### config.mk
export PLATFORM = sky130hd
export DESIGN_NAME = ptpc_colour
export DESIGN_NICKNAME = d
export VERILOG_FILES = /design/src/hdl/ptpc_pkg.sv /design/src/hdl/ptpc_colour.sv
export SDC_FILE = /design/constraint.sdc
export NUM_CORES = 2
export LEC_CHECK = 0
export ABC_AREA = 1
export BUFFER_PORTS_ARGS = -buffer_cell sky130_fd_sc_hd__buf_4
export CAP_MARGIN = 15
export CORE_MARGIN = 5
export CORE_UTILIZATION = 43
export CTS_BUF_LIST = sky130_fd_sc_hd__clkbuf_2 sky130_fd_sc_hd__clkbuf_4 sky130_fd_sc_hd__clkbuf_8
export CTS_CLUSTER_SIZE = 16
export DETAILED_ROUTE_END_ITERATION = 6
export SETUP_SLACK_MARGIN = 0.4
export SLEW_MARGIN = 5
export SYNTH_ARGS = -nofsm -noshare
export SYNTH_HDL_FRONTEND = slang
export SYNTH_SLANG_ARGS = --single-unit
### constraint.sdc
create_clock -name clock -period 12.05 [get_ports clock]
set_clock_uncertainty 0.15 [all_clocks]
set_input_delay 1.205 -clock clock [delete_from_list [all_inputs] [get_ports clock]]
set_output_delay 1.205 -clock clock [all_outputs]
set_load 0.03 [all_outputs]
### src/hdl/ptpc_pkg.sv
package ptpc_pkg;

   // fixed point format
   localparam int FRAC_BITS = 16;

   // divider: one prep stage plus one stage per quotient bit
   localparam int QUO_BITS = 33;
   localparam int DIV_LAT  = QUO_BITS + 1;

   // constants for fixed point
   localparam logic signed [32:0] ONE_Q     = 33'(1) << FRAC_BITS;
   localparam logic signed [45:0] TRUNC_BIAS = (46'(1) << (FRAC_BITS + 1)) - 46'(1);

   // colour ramp band limits
   localparam logic [7:0] RAMP_T1 = 8'd245;
   localparam logic [7:0] RAMP_T2 = 8'd235;
   localparam logic [7:0] RAMP_T3 = 8'd225;
   localparam logic [7:0] RAMP_T4 = 8'd210;
   localparam logic [7:0] FULL    = 8'd255;

   localparam logic [3:0] COEF_COUNT = 4'd12;
   localparam logic [3:0] TRANS_BASE = 4'd9;

   typedef enum logic {
      OP_LOAD      = 1'b0,
      OP_TRANSFORM = 1'b1
   } op_type;

   typedef enum logic [2:0] {
      CSR_PROJ_X_SCALE    = 3'd0,
      CSR_PROJ_Y_SCALE    = 3'd1,
      CSR_SCREEN_WIDTH    = 3'd2,
      CSR_SCREEN_HEIGHT   = 3'd3,
      CSR_INV_SPAN        = 3'd4,
      CSR_FLATTEN         = 3'd5,
      CSR_HEIGHT_MIN      = 3'd6,
      CSR_INV_HEIGHT_SPAN = 3'd7
   } csr_type;

   typedef struct packed {
      logic               operation;
      logic [3:0]         coef_index;
      logic signed [31:0] coef_value;
      logic signed [31:0] point_x;
      logic signed [31:0] point_y;
      logic signed [31:0] point_z;
   } req_type;

   typedef struct packed {
      logic signed [15:0] screen_x;
      logic signed [15:0] screen_y;
      logic               in_view;
      logic [7:0]         red;
      logic [7:0]         green;
      logic [7:0]         blue;
   } rsp_type;

   // colour word travelling beside the geometry
   typedef struct packed {
      logic       valid;
      logic [7:0] red;
      logic [7:0] green;
      logic [7:0] blue;
   } clr_type;

   // translated point from the transform stages
   typedef struct packed {
      logic signed [31:0] tx;
      logic signed [31:0] ty;
      logic signed [31:0] tz;
   } xf_type;

   function automatic logic signed [31:0] sat32(input logic signed [65:0] v);
      logic signed [31:0] r;
      if (v > 66'sd2147483647) begin
         r = 32'sh7FFFFFFF;
      end else if (v < -66'sd2147483648) begin
         r = 32'sh80000000;
      end else begin
         r = v[31:0];
      end
      return r;
   endfunction

endpackage

### src/hdl/ptpc_colour.sv
module ptpc_colour import ptpc_pkg::*; (
   input  logic               clock,
   input  logic               reset,
   input  logic               valid,
   input  logic signed [31:0] point_y,
   input  logic signed [31:0] height_min,
   input  logic [31:0]        inv_height_span,
   output clr_type            clr
);

   // stage 1: height above minimum
   logic               v1_ff, v2_ff, v3_ff, v4_ff;
   logic signed [32:0] diff_ff;
   logic [63:0]        h_ff;
   logic [7:0]         ratio_ff;
   logic [47:0]        hs_in;
   logic [FRAC_BITS+7:0] hm_in;
   logic [7:0]         ratio_in;
   clr_type            clr_ff;
   clr_type            clr_in;

   always_ff @(posedge clock) begin
      if (reset) begin
         v1_ff <= 1'b0;
         v2_ff <= 1'b0;
         v3_ff <= 1'b0;
         v4_ff <= 1'b0;
      end else begin
         v1_ff <= valid;
         v2_ff <= v1_ff;
         v3_ff <= v2_ff;
         v4_ff <= v3_ff;
      end
      diff_ff <= 33'(point_y) - 33'(height_min);
   end

   // stage 2: scale by inverse height span
   always_ff @(posedge clock) begin
      if (diff_ff > 33'sd0) begin
         h_ff <= diff_ff[31:0] * inv_height_span;
      end else begin
         h_ff <= '0;
      end
   end

   // stage 3: ratio 0..255 with saturation
   assign hs_in = h_ff[63:FRAC_BITS];
   assign hm_in = (FRAC_BITS + 8)'(hs_in[FRAC_BITS-1:0]) * (FRAC_BITS + 8)'(FULL);
   assign ratio_in = (hs_in >= (48'(1) << FRAC_BITS)) ? FULL : hm_in[FRAC_BITS+7:FRAC_BITS];

   always_ff @(posedge clock) begin
      ratio_ff <= ratio_in;
   end

   // stage 4: five band ramp
   always_comb begin
      clr_in.valid = v3_ff;
      if (ratio_ff > RAMP_T1) begin
         clr_in.red = FULL;             clr_in.green = ratio_ff;        clr_in.blue = 8'd0;
      end else if (ratio_ff > RAMP_T2) begin
         clr_in.red = FULL - ratio_ff;  clr_in.green = FULL;            clr_in.blue = 8'd0;
      end else if (ratio_ff > RAMP_T3) begin
         clr_in.red = 8'd0;             clr_in.green = FULL;            clr_in.blue = ratio_ff;
      end else if (ratio_ff > RAMP_T4) begin
         clr_in.red = 8'd0;             clr_in.green = FULL - ratio_ff; clr_in.blue = FULL;
      end else begin
         clr_in.red = ratio_ff;         clr_in.green = 8'd0;            clr_in.blue = FULL;
      end
   end

   always_ff @(posedge clock) begin
      if (reset) begin
         clr_ff <= '0;
      end else begin
         clr_ff <= clr_in;
      end
   end

   assign clr = '{valid: clr_ff.valid && v4_ff, red: clr_ff.red,
                  green: clr_ff.green, blue: clr_ff.blue};

endmodule

==> metrics.md <==
| Metric | Value |
|---|---|
| DRC viols | `0` |
| Gr usage total | `0.237` |
| Chip height | `327 µm` |
| Half-perimeter wire length after placement | `99800 µm` |
| DRT iter0 DRCs | `2387` |
| Worst slew pin tran | `894 ps` |
| Area after DPL | `45200 µm²` |
| Syn. warnings | `0` |
| Slew headroom | `0.403` |
| Detailed-route via count | `34582` |
| DRT Pass-1 Iters | `6` |
| EDFF count, synth | `0` |
| Final setup vio count | `0` |
| FP Rows | `116` |
| Worst-path clk slew | `100 ps` |
| Io pins | `124` |
| Clk buf depth | `2` |
| Final hold slack | `260 ps` |
| Flops & latches, synth | `117` |
| CTS H-Tree Depth | `4` |
| Post-synthesis cell count | `5791` |
| Worst Hold Class | `flip-flop to flip-flop` |
| Maximum clock rate | `130 MHz` |
| Initial Util | `0.433` |
| Clock root cell | `clkbuf_8` |
| # hold bufs at CTS | `0` |
| Net count, final | `7137` |
| First-pass GRT wire length | `200000 µm` |
| CP Data Required Time | `12320 ps` |
| Unique masters post-synth | `42` |
| RSZ-0062 raised after global routing | `no` |
| Grt total ovfl | `0` |
| Async SR Flop Fraction | `0` |
| Port bufs | `123` |
| R2R Path End | `h_ff[61]` |
| Top_reg_cell synth | `dfxtp_1` |
| Die area | `107000 µm²` |
| R2R Setup Slk | `4340 ps` |
| CP max FO | `18` |
| Top-area cell type share of the netlist area | `0.446` |
| Min-delay src | `v3_ff` |
| CTS sink cnt | `117` |
| Post-layout util | `0.456` |
| Hold Path Sink | `clr_ff[24]` |
| Die Wd | `327 µm` |
| Routed WL | `122000 µm` |
| CTS tree | `built` |
| Final Max Slew Viols | `0` |
| Outcome | `completed` |
| Post-CTS Setup Bufs | `0` |
| RD Place Congestion | `0.941` |
| Cells on worst reg2reg path | `25` |
| Max Cap Viol | `0` |
| TritonCTS Buffers | `17` |
| TNS Setup | `0 ps` |
| Critical path launch point type | `flip-flop` |
| Routed Antenna Nets | `0` |
| Clock latency at the later pin of the worst-skew pair | `540 ps` |
| Core area | `100000 µm²` |
| Post-CTS Resized | `0` |
| Vias per cell | `4.91` |
| Crit. End Element | `flip-flop` |
| Vias in the first global route | `36955` |
| Most instantiated cells after synthesis | `inv_1 (1840), nand2_1 (1505), fa_1 (965)` |
| # fillers | `10138` |
| Avg Cell Area, Syn | `7.47 µm²` |
| Crit path kind | `flip-flop to flip-flop` |
| Period minus WS final | `7710 ps` |
| Final Hold Vio Count | `0` |
| Antenna violations before repair | `2` |
| Most common cell in the synthesized netlist | `inv_1` |
| Synthesized cell area | `43300 µm²` |
| Largest net degree at the start of global routing | `49` |
| Synthesis-to-finish area growth | `5.39%` |
| R2r startpoint | `diff_ff[16]` |
| Final period util | `0.640` |
| Share of cells above drive strength 1 | `0.0351` |
| Hold Path Depth | `2` |
| Post-synth top area cell | `fa_1` |
| Seq/Total Area, Yosys | `0.0541` |
| Top post-synthesis cells by area | `fa_1 (45%), inv_1 (16%), nand2_1 (13%), ha_1 (9.7%), dfxtp_1 (5.4%)` |
| Arrival time worst endpoint | `7980 ps` |
| Routed len/inst | `17.4 µm` |
| Syn_nets | `7192` |
| Finished Cell Area | `45600 µm²` |
==> cell families after synthesis <==
kind of cell | share of synthesized area
buffers and inverters | 0.180
AND/OR/NAND/NOR | 0.173
adder cells (fa/ha/maj) | 0.544
AO/OA/AOI/OAI | 0.0442
flip-flops | 0.0541
XOR/XNOR | 0.00486
==> metal layers <==
| layer | routed length [µm] | global-route usage | vias up |
|---|---|---|---|
| met5 | 0 | 0 | - |
| met4 | 4970 | 0.0867 | 0 |
| met3 | 6760 | 0.0276 | 237 |
| met2 | 59800 | 0.411 | 1063 |
| met1 | 50900 | 0.308 | 17145 |
| li1 | - | - | 16137 |
==> layout make-up <==
type,instances,area [µm²],area share
diodes,2,5.00,0.000110
clock buffers,17,234,0.00513
clock inverters,15,158,0.00346
inverters,1845,6930,0.152
multi-input cells,3599,33200,0.727
flip-flops and latches,117,2340,0.0513
well taps,1298,1620,0.0356
repair buffers,156,1170,0.0257
==> registers in the layout (all words and copies together) (netlist names) <==
signal	flops
h_ff	48
v1_ff	1
clr_ff	1
clr	24
v2_ff	1
v3_ff	1
diff_ff	33
ratio_ff	8
==> worst max-delay path by stage <==
stage	from	depth (start not counted)	end	slack, ps
after floorplan	inv_height_span[9]	27	h_ff[59]	4800
after global placement	inv_height_span[17]	23	h_ff[50]	3990
after detailed placement	inv_height_span[17]	23	h_ff[50]	4030
after CTS	diff_ff[16]	25	h_ff[61]	4360
after global routing	diff_ff[16]	27	h_ff[63]	3920
final	diff_ff[16]	25	h_ff[61]	4340
==> layout by cell type (no fill, tap or decap), types with 87 or more instances in the layout <==
master / instances
a21oi_1: 175
buf_4: 156
nor2_1: 270
dfxtp_1: 117
o21ai_0: 91
ha_1: 337
nand2_1: 1505
nand3_1: 87
fa_1: 965
inv_1: 1840
==> worst max-delay path: stages, from the launching register on <==
cell and delay (ps):
dfxtp_1 830, buf_4 430, nand2_1 100, inv_1 90, fa_1 450, fa_1 550, inv_1 60, fa_1 490
fa_1 510, inv_1 70, fa_1 560, fa_1 430, fa_1 530, fa_1 470, ha_1 410, nand2_1 120
nor2_1 140, inv_1 90, nor3_2 340, nand2_1 90, inv_1 60, nand2_1 60, nand2_1 190, nand2_1 130
a21oi_1 160, nor2_1 60
==> stage by stage <==
| step | setup slack, ps | cells |
|---|---|---|
| after detailed placement | 4030 | 7015 |
| after global routing | 3920 | 7048 |
| after global placement | 3990 | 7015 |
| final | 4340 | 7049 |
| after floorplan | 4800 | 5791 |
| after CTS | 4360 | 7047 |
Power is left out: the tool's default activity adds up to more than one toggle a clock period on the data nets, which glitch-free logic cannot reach.
